### config.mk
export PLATFORM = sky130hd
export DESIGN_NAME = tanh_soft_clip_distortion_core_flat
export DESIGN_NICKNAME = d
export VERILOG_FILES = /design/src/hw/rtl/tsd_pkg.sv /design/src/hw/rtl/tsd_if.sv /design/src/hw/rtl/tanh_soft_clip_distortion_core.sv /design/src/hw/rtl/tsd_shaper.sv /design/src/hw/rtl/tsd_mixer.sv /design/src/flat_wrapper.sv
export SDC_FILE = /design/constraint.sdc
export NUM_CORES = 2
export LEC_CHECK = 0
export BUFFER_PORTS_ARGS = -buffer_cell sky130_fd_sc_hd__buf_2
export CORE_MARGIN = 2
export CORE_UTILIZATION = 40
export CTS_BUF_LIST = sky130_fd_sc_hd__clkbuf_8
export DETAILED_ROUTE_END_ITERATION = 7
export RECOVER_POWER = 50
export SYNTH_ARGS = -nofsm -noshare
export SYNTH_HDL_FRONTEND = slang
export SYNTH_SLANG_ARGS = --single-unit
### constraint.sdc
create_clock -name clk_i -period 24.2 [get_ports clk_i]
set_clock_uncertainty 0.2 [all_clocks]
set_input_delay 4.84 -clock clk_i [delete_from_list [all_inputs] [get_ports clk_i]]
set_output_delay 4.84 -clock clk_i [all_outputs]
set_load 0.01 [all_outputs]
### src/hw/rtl/tsd_pkg.sv
// Shared types, constants and the tanh breakpoint table of the soft-clip core.
package tsd_pkg;

  localparam int unsigned SampleW      = 16;
  localparam int unsigned GainW        = 16;
  localparam int unsigned MixW         = 13;
  localparam int unsigned MixOne       = 4096;
  localparam int unsigned TanhSegments = 64;
  localparam int unsigned SegW         = $clog2(TanhSegments);
  localparam int unsigned MagW         = 2 * SampleW;
  // |d| in Q5.27; 4.0 sits at bit 29
  localparam int unsigned FourBit      = 29;
  localparam int unsigned FracW        = FourBit - SegW;
  localparam int unsigned ShapedW      = SampleW + 1;
  localparam int unsigned BlendW       = 29;
  localparam int unsigned ScaledW      = BlendW + GainW + 1;
  localparam int unsigned RoundShift   = 24;

  localparam logic [63:0] OneQ32  = 64'h1_0000_0000;
  localparam logic [63:0] ExpM1Q32 = 64'd1580030169;

  typedef enum logic [1:0] {
    CFG_DRIVE_GAIN = 2'd0,
    CFG_WET_MIX    = 2'd1,
    CFG_POST_GAIN  = 2'd2
  } cfg_idx_e;

  typedef logic [SampleW-1:0] shape_tab_t [TanhSegments+1];

  // Word handed from the shaper to the mixer.
  typedef struct packed {
    logic signed [SampleW-1:0] x;
    logic signed [ShapedW-1:0] w;
  } shaped_t;

  // Unsigned 64-bit quotient by restoring shift and subtract, elaboration only
  function automatic logic [63:0] udiv64(logic [63:0] n, logic [63:0] d);
    logic [63:0] q;
    logic [64:0] r;
    int          b;
    q = '0;
    r = '0;
    for (b = 63; b >= 0; b--) begin
      r = {r[63:0], n[b]};
      if (r >= {1'b0, d}) begin
        r    = r - {1'b0, d};
        q[b] = 1'b1;
      end
    end
    return q;
  endfunction

  // exp(-8k/S) in Q32, evaluated at elaboration only
  function automatic logic [63:0] exp_neg_q32(int unsigned k);
    logic [63:0]    a;
    logic [63:0]    whole;
    logic [63:0]    frac;
    logic [63:0]    term;
    logic [63:0]    e;
    longint         sum;
    int unsigned    i;
    longint unsigned j;
    a     = udiv64((64'(k) * 64'd8) << 32, 64'(TanhSegments));
    whole = a >> 32;
    frac  = a & 64'hFFFF_FFFF;
    term  = OneQ32;
    sum   = longint'(OneQ32);
    for (i = 1; i <= 24; i++) begin
      term = udiv64((term * frac) >> 32, 64'(i));
      if (i[0]) begin
        sum = sum - longint'(term);
      end else begin
        sum = sum + longint'(term);
      end
    end
    e = (sum > 0) ? 64'(sum) : 64'd0;
    if (e > OneQ32) begin
      e = OneQ32;
    end
    for (j = 0; j < whole; j++) begin
      e = (e * ExpM1Q32 + 64'h8000_0000) >> 32;
    end
    return e;
  endfunction

  function automatic shape_tab_t build_shape_table();
    shape_tab_t  t;
    logic [63:0] e;
    logic [63:0] num;
    logic [63:0] den;
    int unsigned k;
    for (k = 0; k <= TanhSegments; k++) begin
      e    = exp_neg_q32(k);
      num  = OneQ32 - e;
      den  = OneQ32 + e;
      t[k] = SampleW'(udiv64(num * 64'd65536 + den, 64'd2 * den));
    end
    return t;
  endfunction

  localparam shape_tab_t ShapeTable = build_shape_table();

endpackage

### src/hw/rtl/tsd_if.sv
// Stream interfaces for the input and output sample words.
interface tsd_in_if;
  import tsd_pkg::*;
  logic                      valid;
  logic                      ready;
  logic signed [SampleW-1:0] in_sample;

  modport source (output valid, output in_sample, input ready);
  modport sink   (input valid, input in_sample, output ready);
endinterface

interface tsd_out_if;
  import tsd_pkg::*;
  logic                      valid;
  logic                      ready;
  logic signed [SampleW-1:0] out_sample;

  modport source (output valid, output out_sample, input ready);
  modport sink   (input valid, input out_sample, output ready);
endinterface

### src/hw/rtl/tanh_soft_clip_distortion_core.sv
// Each accepted input word runs through the shaper and mixer pipelines to its output word.
// Throughput: one word per cycle; every stage holds its own valid bit, so
// bubbles close up and a stalled output blocks input only once all stages are full.
// Reset: asynchronous, active low; clears all valid bits and sets the gains to 1.0
// and the mix to fully wet. Write configuration only while no word is in flight.
module tanh_soft_clip_distortion_core
  import tsd_pkg::*;
(
  input  logic         clk_i,
  input  logic         rst_ni,
  tsd_in_if.sink       in_i,
  tsd_out_if.source    out_o,
  input  logic         cfg_we_i,
  input  logic [1:0]   cfg_idx_i,
  input  logic [GainW-1:0] cfg_data_i
);

  // Configuration registers
  logic [GainW-1:0] drive_gain_q;
  logic [MixW-1:0]  wet_mix_q;
  logic [GainW-1:0] post_gain_q;
  logic [MixW-1:0]  mix_clamped;

  // Shaper to mixer word
  logic    shaped_valid;
  logic    shaped_ready;
  shaped_t shaped_data;

  // Write the addressed register; drop writes to unknown indexes.
  always_ff @(posedge clk_i or negedge rst_ni) begin
    if (!rst_ni) begin
      drive_gain_q <= GainW'(4096);
      wet_mix_q    <= MixW'(MixOne);
      post_gain_q  <= GainW'(4096);
    end else if (cfg_we_i) begin
      case (cfg_idx_i)
        CFG_DRIVE_GAIN: drive_gain_q <= cfg_data_i;
        CFG_WET_MIX:    wet_mix_q    <= cfg_data_i[MixW-1:0];
        CFG_POST_GAIN:  post_gain_q  <= cfg_data_i;
        default: ;
      endcase
    end
  end

  // Mix settings above one act as fully wet.
  assign mix_clamped = (wet_mix_q > MixW'(MixOne)) ? MixW'(MixOne) : wet_mix_q;

  // Stages 1-3: drive multiply, breakpoint lookup, interpolation.
  tsd_shaper u_shaper (
    .clk_i        (clk_i),
    .rst_ni       (rst_ni),
    .in_i         (in_i),
    .drive_gain_i (drive_gain_q),
    .out_valid_o  (shaped_valid),
    .out_ready_i  (shaped_ready),
    .out_data_o   (shaped_data)
  );

  // Stages 4-7: blend products, blend sum, output gain, round and saturate.
  tsd_mixer u_mixer (
    .clk_i       (clk_i),
    .rst_ni      (rst_ni),
    .in_valid_i  (shaped_valid),
    .in_ready_o  (shaped_ready),
    .in_data_i   (shaped_data),
    .mix_i       (mix_clamped),
    .post_gain_i (post_gain_q),
    .out_o       (out_o)
  );

`ifndef SYNTH
  // Input may stall only when the output holds a word that is not taken.
  a_stall_from_output : assert property (@(posedge clk_i) disable iff (!rst_ni)
    !in_i.ready |-> (out_o.valid && !out_o.ready))
    else $error("input stalled without output backpressure");

  // No word may leave in the first cycle after reset.
  a_empty_after_reset : assert property (@(posedge clk_i)
    $rose(rst_ni) |-> !out_o.valid)
    else $error("output valid right after reset");

  // A ready output enables every stage, so the input is ready in the same cycle.
  a_drain_frees_input : assert property (@(posedge clk_i) disable iff (!rst_ni)
    out_o.ready |-> in_i.ready)
    else $error("input not ready while output ready");
`endif

endmodule

### src/hw/rtl/tsd_shaper.sv
// Drive gain and piecewise-linear tanh shaper, three pipeline stages.
module tsd_shaper
  import tsd_pkg::*;
(
  input  logic             clk_i,
  input  logic             rst_ni,
  tsd_in_if.sink           in_i,
  input  logic [GainW-1:0] drive_gain_i,
  output logic             out_valid_o,
  input  logic             out_ready_i,
  output shaped_t          out_data_o
);

  // stage enables, back to front
  logic en1, en2, en3;

  // stage 1: magnitude times drive
  logic                      vld1_q;
  logic signed [SampleW-1:0] x1_q;
  logic                      neg1_q;
  logic [MagW-1:0]           mag1_q;
  logic [SampleW-1:0]        ax;
  logic [MagW-1:0]           mag_d;

  // stage 2: table lookup
  logic                      vld2_q;
  logic signed [SampleW-1:0] x2_q;
  logic                      neg2_q;
  logic                      sat2_q;
  logic [SampleW-1:0]        lo2_q;
  logic [SampleW-1:0]        diff2_q;
  logic [FracW-1:0]          fr2_q;
  logic [SegW:0]             idx;
  logic [SampleW-1:0]        lo_d;
  logic [SampleW-1:0]        hi_d;

  // stage 3: interpolation and sign
  logic                      vld3_q;
  shaped_t                   out3_q;
  logic [SampleW+FracW-1:0]  prod;
  logic [SampleW-1:0]        y;

  assign en3 = !vld3_q || out_ready_i;
  assign en2 = !vld2_q || en3;
  assign en1 = !vld1_q || en2;
  assign in_i.ready = en1;

  assign ax    = in_i.in_sample[SampleW-1] ? SampleW'(-in_i.in_sample)
                                           : SampleW'(in_i.in_sample);
  assign mag_d = MagW'(ax) * MagW'(drive_gain_i);

  assign idx  = {1'b0, mag1_q[FourBit-1 -: SegW]};
  assign lo_d = ShapeTable[idx];
  assign hi_d = ShapeTable[idx + 1'b1];

  assign prod = (SampleW + FracW)'(diff2_q) * (SampleW + FracW)'(fr2_q);
  assign y    = sat2_q ? SampleW'(1 << (SampleW - 1))
                       : lo2_q + SampleW'((prod + (1 << (FracW - 1))) >> FracW);

  always_ff @(posedge clk_i or negedge rst_ni) begin
    if (!rst_ni) begin
      vld1_q <= 1'b0;
      vld2_q <= 1'b0;
      vld3_q <= 1'b0;
    end else begin
      if (en1) vld1_q <= in_i.valid;
      if (en2) vld2_q <= vld1_q;
      if (en3) vld3_q <= vld2_q;
    end
  end

  always_ff @(posedge clk_i) begin
    if (en1) begin
      x1_q   <= in_i.in_sample;
      neg1_q <= in_i.in_sample[SampleW-1];
      mag1_q <= mag_d;
    end
    if (en2) begin
      x2_q    <= x1_q;
      neg2_q  <= neg1_q;
      sat2_q  <= |mag1_q[MagW-1:FourBit];
      lo2_q   <= lo_d;
      diff2_q <= (hi_d > lo_d) ? hi_d - lo_d : '0;
      fr2_q   <= mag1_q[FracW-1:0];
    end
    if (en3) begin
      out3_q.x <= x2_q;
      out3_q.w <= neg2_q ? -$signed({1'b0, y}) : $signed({1'b0, y});
    end
  end

  assign out_valid_o = vld3_q;
  assign out_data_o  = out3_q;

endmodule

### src/hw/rtl/tsd_mixer.sv
// Dry/wet blend, output gain, rounding and saturation, four pipeline stages.
module tsd_mixer
  import tsd_pkg::*;
(
  input  logic             clk_i,
  input  logic             rst_ni,
  input  logic             in_valid_i,
  output logic             in_ready_o,
  input  shaped_t          in_data_i,
  input  logic [MixW-1:0]  mix_i,
  input  logic [GainW-1:0] post_gain_i,
  tsd_out_if.source        out_o
);

  localparam int unsigned DryW = SampleW + MixW + 1;
  localparam int unsigned WetW = ShapedW + MixW + 1;
  localparam int unsigned RndW = ScaledW + 1;
  localparam int unsigned ResW = RndW - RoundShift;

  logic en4, en5, en6, en7;

  logic                      vld4_q, vld5_q, vld6_q, vld7_q;
  logic signed [DryW-1:0]    dry4_q;
  logic signed [WetW-1:0]    wet4_q;
  logic signed [BlendW-1:0]  b5_q;
  logic signed [ScaledW-1:0] v6_q;
  logic signed [SampleW-1:0] out7_q;

  logic [MixW-1:0]           dry_mix;
  logic signed [DryW-1:0]    dry_d;
  logic signed [WetW-1:0]    wet_d;
  logic signed [BlendW-1:0]  b_d;
  logic signed [ScaledW-1:0] v_d;
  logic signed [RndW-1:0]    rnd;
  logic signed [ResW-1:0]    res;
  logic signed [SampleW-1:0] sat_d;

  assign en7 = !vld7_q || out_o.ready;
  assign en6 = !vld6_q || en7;
  assign en5 = !vld5_q || en6;
  assign en4 = !vld4_q || en5;
  assign in_ready_o = en4;

  assign dry_mix = MixW'(MixOne) - mix_i;
  assign dry_d   = $signed({1'b0, dry_mix}) * in_data_i.x;
  assign wet_d   = $signed({1'b0, mix_i}) * in_data_i.w;
  assign b_d     = BlendW'(dry4_q) + BlendW'(wet4_q);
  assign v_d     = ScaledW'(b5_q) * ScaledW'($signed({1'b0, post_gain_i}));

  // round half up, then clamp to the sample range
  assign rnd = RndW'(v6_q) + RndW'(1 << (RoundShift - 1));
  assign res = ResW'(rnd >>> RoundShift);

  always_comb begin
    if (res > ResW'(32767)) begin
      sat_d = 16'sh7FFF;
    end else if (res < -ResW'(32768)) begin
      sat_d = -16'sh8000;
    end else begin
      sat_d = SampleW'(res);
    end
  end

  always_ff @(posedge clk_i or negedge rst_ni) begin
    if (!rst_ni) begin
      vld4_q <= 1'b0;
      vld5_q <= 1'b0;
      vld6_q <= 1'b0;
      vld7_q <= 1'b0;
    end else begin
      if (en4) vld4_q <= in_valid_i;
      if (en5) vld5_q <= vld4_q;
      if (en6) vld6_q <= vld5_q;
      if (en7) vld7_q <= vld6_q;
    end
  end

  always_ff @(posedge clk_i) begin
    if (en4) begin
      dry4_q <= dry_d;
      wet4_q <= wet_d;
    end
    if (en5) b5_q   <= b_d;
    if (en6) v6_q   <= v_d;
    if (en7) out7_q <= sat_d;
  end

  assign out_o.valid      = vld7_q;
  assign out_o.out_sample = out7_q;

endmodule
### src/flat_wrapper.sv
// flat-port wrapper written by rule: the top's interface ports become plain ports
module tanh_soft_clip_distortion_core_flat import tsd_pkg::*;
  (clk_i, rst_ni, cfg_we_i, cfg_idx_i, cfg_data_i, in_i_valid, in_i_in_sample, in_i_ready, out_o_valid, out_o_out_sample, out_o_ready);
  tsd_in_if in_i_i ();
  tsd_out_if out_o_i ();
  input  logic clk_i;
  input  logic rst_ni;
  input  logic cfg_we_i;
  input  logic [1:0] cfg_idx_i;
  input  logic [GainW-1:0] cfg_data_i;
  input wire logic [$bits(in_i_i.valid)-1:0] in_i_valid;
  input wire logic [$bits(in_i_i.in_sample)-1:0] in_i_in_sample;
  output wire logic [$bits(in_i_i.ready)-1:0] in_i_ready;
  output wire logic [$bits(out_o_i.valid)-1:0] out_o_valid;
  output wire logic [$bits(out_o_i.out_sample)-1:0] out_o_out_sample;
  input wire logic [$bits(out_o_i.ready)-1:0] out_o_ready;
  assign in_i_i.valid = in_i_valid;
  assign in_i_i.in_sample = in_i_in_sample;
  assign in_i_ready = in_i_i.ready;
  assign out_o_valid = out_o_i.valid;
  assign out_o_out_sample = out_o_i.out_sample;
  assign out_o_i.ready = out_o_ready;
  tanh_soft_clip_distortion_core u_core (.clk_i(clk_i), .rst_ni(rst_ni), .in_i(in_i_i), .out_o(out_o_i), .cfg_we_i(cfg_we_i), .cfg_idx_i(cfg_idx_i), .cfg_data_i(cfg_data_i));
endmodule
---- Word level (Yosys, flattened, before mapping) ----
Memories as Yosys holds them, arrays and structs flattened.
Cells that the tools add are included.
word-level totals
  ROM bits ................................ 4,096
  memories kept ........................... 2
  register bits after elaboration ......... 356
  output and inout port bits .............. 18
  input bits .............................. 39
  logic and storage cells ................. 81
cells by class
  reductions and logical operators ........ 19
  multipliers ............................. 5
  muxes and demuxes ....................... 9
  equality and inequality tests ........... 2
  add/sub/neg operators ................... 9
  magnitude comparators ................... 6
  bitwise gates (word level) .............. 2
memories
  name              depth  bits a word  rd ports  clocked after memory_dff  write ports  RTL line          source
  (name not given)  128    16           1         0                         0            tsd_shaper.sv:54  assign hi_d = ShapeTable[idx + 1'b1];
  (name not given)  128    16           1         0                         0            tsd_shaper.sv:53  assign lo_d = ShapeTable[idx];
operators with widths
  operator                                                       count
  2-to-1 mux 16 bit                                              8
  adder 46 x 25 -> 47 bit (second input constant)                1
  multiplier 29 x 17 -> 46 bit                                   1
  adder 39 x 23 -> 39 bit (second input constant)                1
  multiplier 16 x 23 -> 39 bit                                   1
  multiplier 16 x 16 -> 32 bit                                   1
  adder 29 bit                                                   1
  multiplier 14 x 16 -> 29 bit                                   1
  multiplier 14 x 17 -> 29 bit                                   1
  > comparator 23 x 16 -> 1 bit (second input constant)          1
  less-than comparator 23 x 16 -> 1 bit (second input constant)  1
  negator 16 -> 17 bit                                           1
  adder 16 bit                                                   1
  >= comparator 8 bit (second input constant)                    2
  > comparator 16 bit                                            1
  negator 16 bit                                                 1
  subtractor 16 bit                                              1
  > comparator 13 bit (second input constant)                    1
  2-to-1 mux 13 bit                                              1
  subtractor 13 bit (first input constant)                       1
  NOT 6 -> 8 bit                                                 1
  NOT 7 -> 8 bit                                                 1
  adder 6 x 1 -> 7 bit (second input constant)                   1
  logical NOT 1 bit                                              7
  6 further kinds                                                14

---- Logic depth before layout (Yosys ltp) ----
  word-level depth ........................ 8
  mapped depth ............................ 39
  gate-level depth less buffers ........... 38

---- By module ----
From an unflattened synthesis, not the netlist that was laid out.
unflattened totals
  cells, all modules ...................... 7,416
  area total of the unflattened synthesis .. 68,884.8 um2
by module, submodules not included
  module                          times used  area an instance (um2)  cells each
  tsd_mixer                       1           37,673.6                4,063
  tsd_shaper                      1           29,428.2                3,243
  tanh_soft_clip_distortion_core  1           1,783.0                 110

---- Least setup slack after synthesis ----
OpenSTA, ideal clock, no wires.
  path type ............................... input to output
  start point ............................. in out_o_ready
  end point ............................... out in_i_ready
  path buffers ............................ 0
  arrival ................................. 7.765 ns
  cell stages on the path ................. 4
  slack ................................... 11.395 ns
  cell sequence ........................... nor2b_1 nand3_1 nor2_1 nand4_1
on the way
  longest elaborated chain between the ends .. 7
ends and longest elaborated chain
  what                          RTL line            source
  start, declared               flat_wrapper.sv:16  input wire logic [$bits(out_o_i.ready)-1:0] out_o_ready;
  logical OR 1 bit              tsd_mixer.sv:38     assign en7 = !vld7_q || out_o.ready;
  logical OR 1 bit              tsd_mixer.sv:39     assign en6 = !vld6_q || en7;
  logical OR 1 bit              tsd_mixer.sv:40     assign en5 = !vld5_q || en6;
  named net u_core.u_mixer.en5  tsd_mixer.sv:20     logic en4, en5, en6, en7;
  logical OR 1 bit              tsd_mixer.sv:41     assign en4 = !vld4_q || en5;
  logical OR 1 bit              tsd_shaper.sv:43    assign en3 = !vld3_q || out_ready_i;
  logical OR 1 bit              tsd_shaper.sv:44    assign en2 = !vld2_q || en3;
  logical OR 1 bit              tsd_shaper.sv:45    assign en1 = !vld1_q || en2;
  end, declared                 flat_wrapper.sv:13  output wire logic [$bits(in_i_i.ready)-1:0] in_i_ready;
The timed path passes the listed nets, and every way through them passes these cells.

---- Final worst setup path ----
Same ends and word-level chain as after synthesis.

==> flow_summary.ini <==
[clock_network]
clk_pin_slew_ns = 0.07
htree_levels = 2
cts_setup_buffers = 0
postCtsHoldBufs = 0
cts.sinks = 330
clock_latency_ns = 0.73
clockRootBuffer = clkbuf_8
clock_path_buffers = 3
numCtsBuffers = 58
post_cts_resized = 0
cts_tree = done

[global_route]
grt_pass1_wl_um = 274000
antenna_found_initial = 6
first_global_vias = 50800
grtUsageTotal_pct = 19.8
grt-ovfl-total = 0
grt_max_degree = 73

[detailed_routing]
dr.pass1.iters = 6
via_count = 47500
wire_per_inst_um = 17.8
initialDrtViolationCount = 3021
antenna_left = 0
drc = 0
vias_per_cell = 5.05
drt_wl_total_um = 167000

[critical_path]
critPathKind = input port to primary output
cp.required_ns = 19.16
arrival_ns = 8.66
rrSetupSlack_ns = 13.95
cp_max_fo = 31
startpoint_type = input port
crit_path_end_kind = primary output

[floorplanning]
die_area_sq_mm = 0.173
pin_count = 57
core_sq_mm = 0.169
fp.dieW_um = 416
rows = 151
initial_core_util_pct = 40.2
die_h_um = 416

[run_status]
status = finished, violations left
violations = max-capacitance violations, max-slew violations

[timing]
worstMarginPinSlew_ns = 3.50
final_min_period_over_clock_period_pct = 56.6
finalHoldViolCount = 0
setup_tns_ns = 0
timing.final.crit_period_ns = 13.70
maxSlewViolCount = 128
max_freq_mhz = 73.0
setup_violations = 0
rsz0062_at_grt = false
hold_ws_ns = 0.212
max_slew_margin_pct = -134

[run]
max-cap-violations = 4

[synth]
synth.area.top_cells = fa_1 (39%), edfxtp_1 (12%), ha_1 (11%)
yosysSeqAreaShare_pct = 14.2
synthXorXnorAreaFrac_pct = 3.07
synth_top_area_share_pct = 39.4
synth_compound_area_share_pct = 6.19
syn_inst = 7221
synth_fa_ha_area_share_pct = 49.9
ys.flop_type = edfxtp_1
yosys_warnings = 0
synth_area_leader_cell = fa_1
async_reset_ff_share_pct = 15.8
avgSynthCellArea_sq_um = 9.39
synth-seq-cells = 330
syn-cell-area_sq_mm = 0.0678
synth-simple-area-share_pct = 15.1
synth_fp_nets = 9165
ys_types = 82
synth_mux_area_share_pct = 0.865
synth_top_family_by_area = adder cells
synth-edff-count = 278

[placement]
gp_congestion = 0.872
place.port_buffers = 56
placed_cell_area_sq_mm = 0.0706
hpwlAfterDp_um = 133000

[finish]
final_nets = 9072
drive_gt1_share_pct = 4.18
area_growth_pct = 5.85
fin_area_sq_mm = 0.0718

[hold_path]
min_path_type = register to register
-- worst paths after layout --
| kind | endpoint | startpoint | depth (start not counted) |
|---|---|---|---|
| setup / recovery | in_i_ready | out_o_ready | 9 |
| hold / removal | u_core.u_shaper.out_data_o[18] | u_core.u_shaper.x2_q[1] | 0 |
| setup reg to reg | u_core.u_shaper.out_data_o[15] | u_core.u_shaper.diff2_q[6] | 33 |
| hold reg to reg | u_core.u_shaper.out_data_o[18] | u_core.u_shaper.x2_q[1] | 0 |
| max in group asynchronous | u_core.drive_gain_q[1] | rst_ni | 2 |
| min in group asynchronous | u_core.u_mixer.out_o.valid | rst_ni | 2 |
-- synth_stat cells, types with 69 or more instances --
| cell | n |
|---|---|
| xor2_1 | 69 |
| edfxtp_1 | 278 |
| and2_1 | 632 |
| a21oi_1 | 172 |
| nand2_1 | 1022 |
| xnor2_1 | 169 |
| ha_1 | 570 |
| o21ai_0 | 127 |
| clkbuf_1 | 288 |
| inv_1 | 1613 |
| fa_1 | 1335 |
| nor2_1 | 175 |
-- cell type report --
class	instances	area (sq um)
fillers	16600	97100
flip-flops and latches	330	9650
clock buffers	63	867
multi-input cells	4970	51100
well taps	2218	2780
inverters	1613	6050
diodes	5	12.5
repair buffers	155	952
clock inverters	45	417
-- per-layer routing --
metal  global-route usage [%]  wire length (um)
met5                        0                20
met1                     27.8             75400
met2                     31.8             76400
met4                     4.40              3410
met3                     3.63             11600
-- critical path: stages --
cell	delay [ns]
buf_2	0.08
nor2b_1	0.06
nand3_1	0.09
clkbuf_1	1.30
nor2_1	0.06
clkbuf_1	0.32
nand4_1	0.18
clkbuf_1	1.36
buf_2	0.34
-- through the flow --
step	instances	worst slack [ns]	utilization, %
after floorplan	7221	11.40	-
after global routing	9395	10.09	42.5
final	9399	10.50	42.5
after detailed placement	9286	11.27	41.8
after global placement	9286	11.36	41.8
after CTS	9394	12.08	42.6
-- registers in the layout (all words and copies together), names as in the netlist, 23 cells and up --
name,cells
u_core.u_mixer.wet4_q,29
u_core.u_shaper.fr2_q,23
u_core.u_mixer.b5_q,29
u_core.u_shaper.mag1_q,32
u_core.u_mixer.dry4_q,29
u_core.u_shaper.out_data_o,33
u_core.u_mixer.v6_q,23
-- kinds of logic (layout without fill, tap and decap cells) --
family,count (synthesis),count (layout)
multiplexers,53,53
flip-flops,330,330
XOR/XNOR,238,238
buffers and inverters,1921,1876
other,0,5
adder cells (fa/ha/maj),1905,1905
AO/OA/AOI/OAI,646,646
AND/OR/NAND/NOR,2128,2128
-- placed cells by master, fill, tap and decap left out, drive strengths merged, types with 25 or more instances in the layout --
master | synthesis | final
o21ai | 143 | 143
nor2 | 175 | 175
o211ai | 25 | 25
and2 | 632 | 632
inv | 1613 | 1624
nand3 | 49 | 49
dfrtp | 49 | 49
clkbuf | 288 | 94
buf | 20 | 124
o21bai | 25 | 25
o21a | 32 | 32
xnor2 | 169 | 169
a211oi | 31 | 31
a31oi | 30 | 30
mux2 | 45 | 45
fa | 1335 | 1335
edfxtp | 278 | 278
a21o | 67 | 67
ha | 570 | 570
nor2b | 57 | 57
nor3 | 59 | 59
xor2 | 69 | 69
nand2 | 1022 | 1022
a21oi | 174 | 174
nand2b | 27 | 27
Power is left out: the tool's default activity adds up to more than one toggle a clock period on the data nets, which glitch-free logic cannot reach.
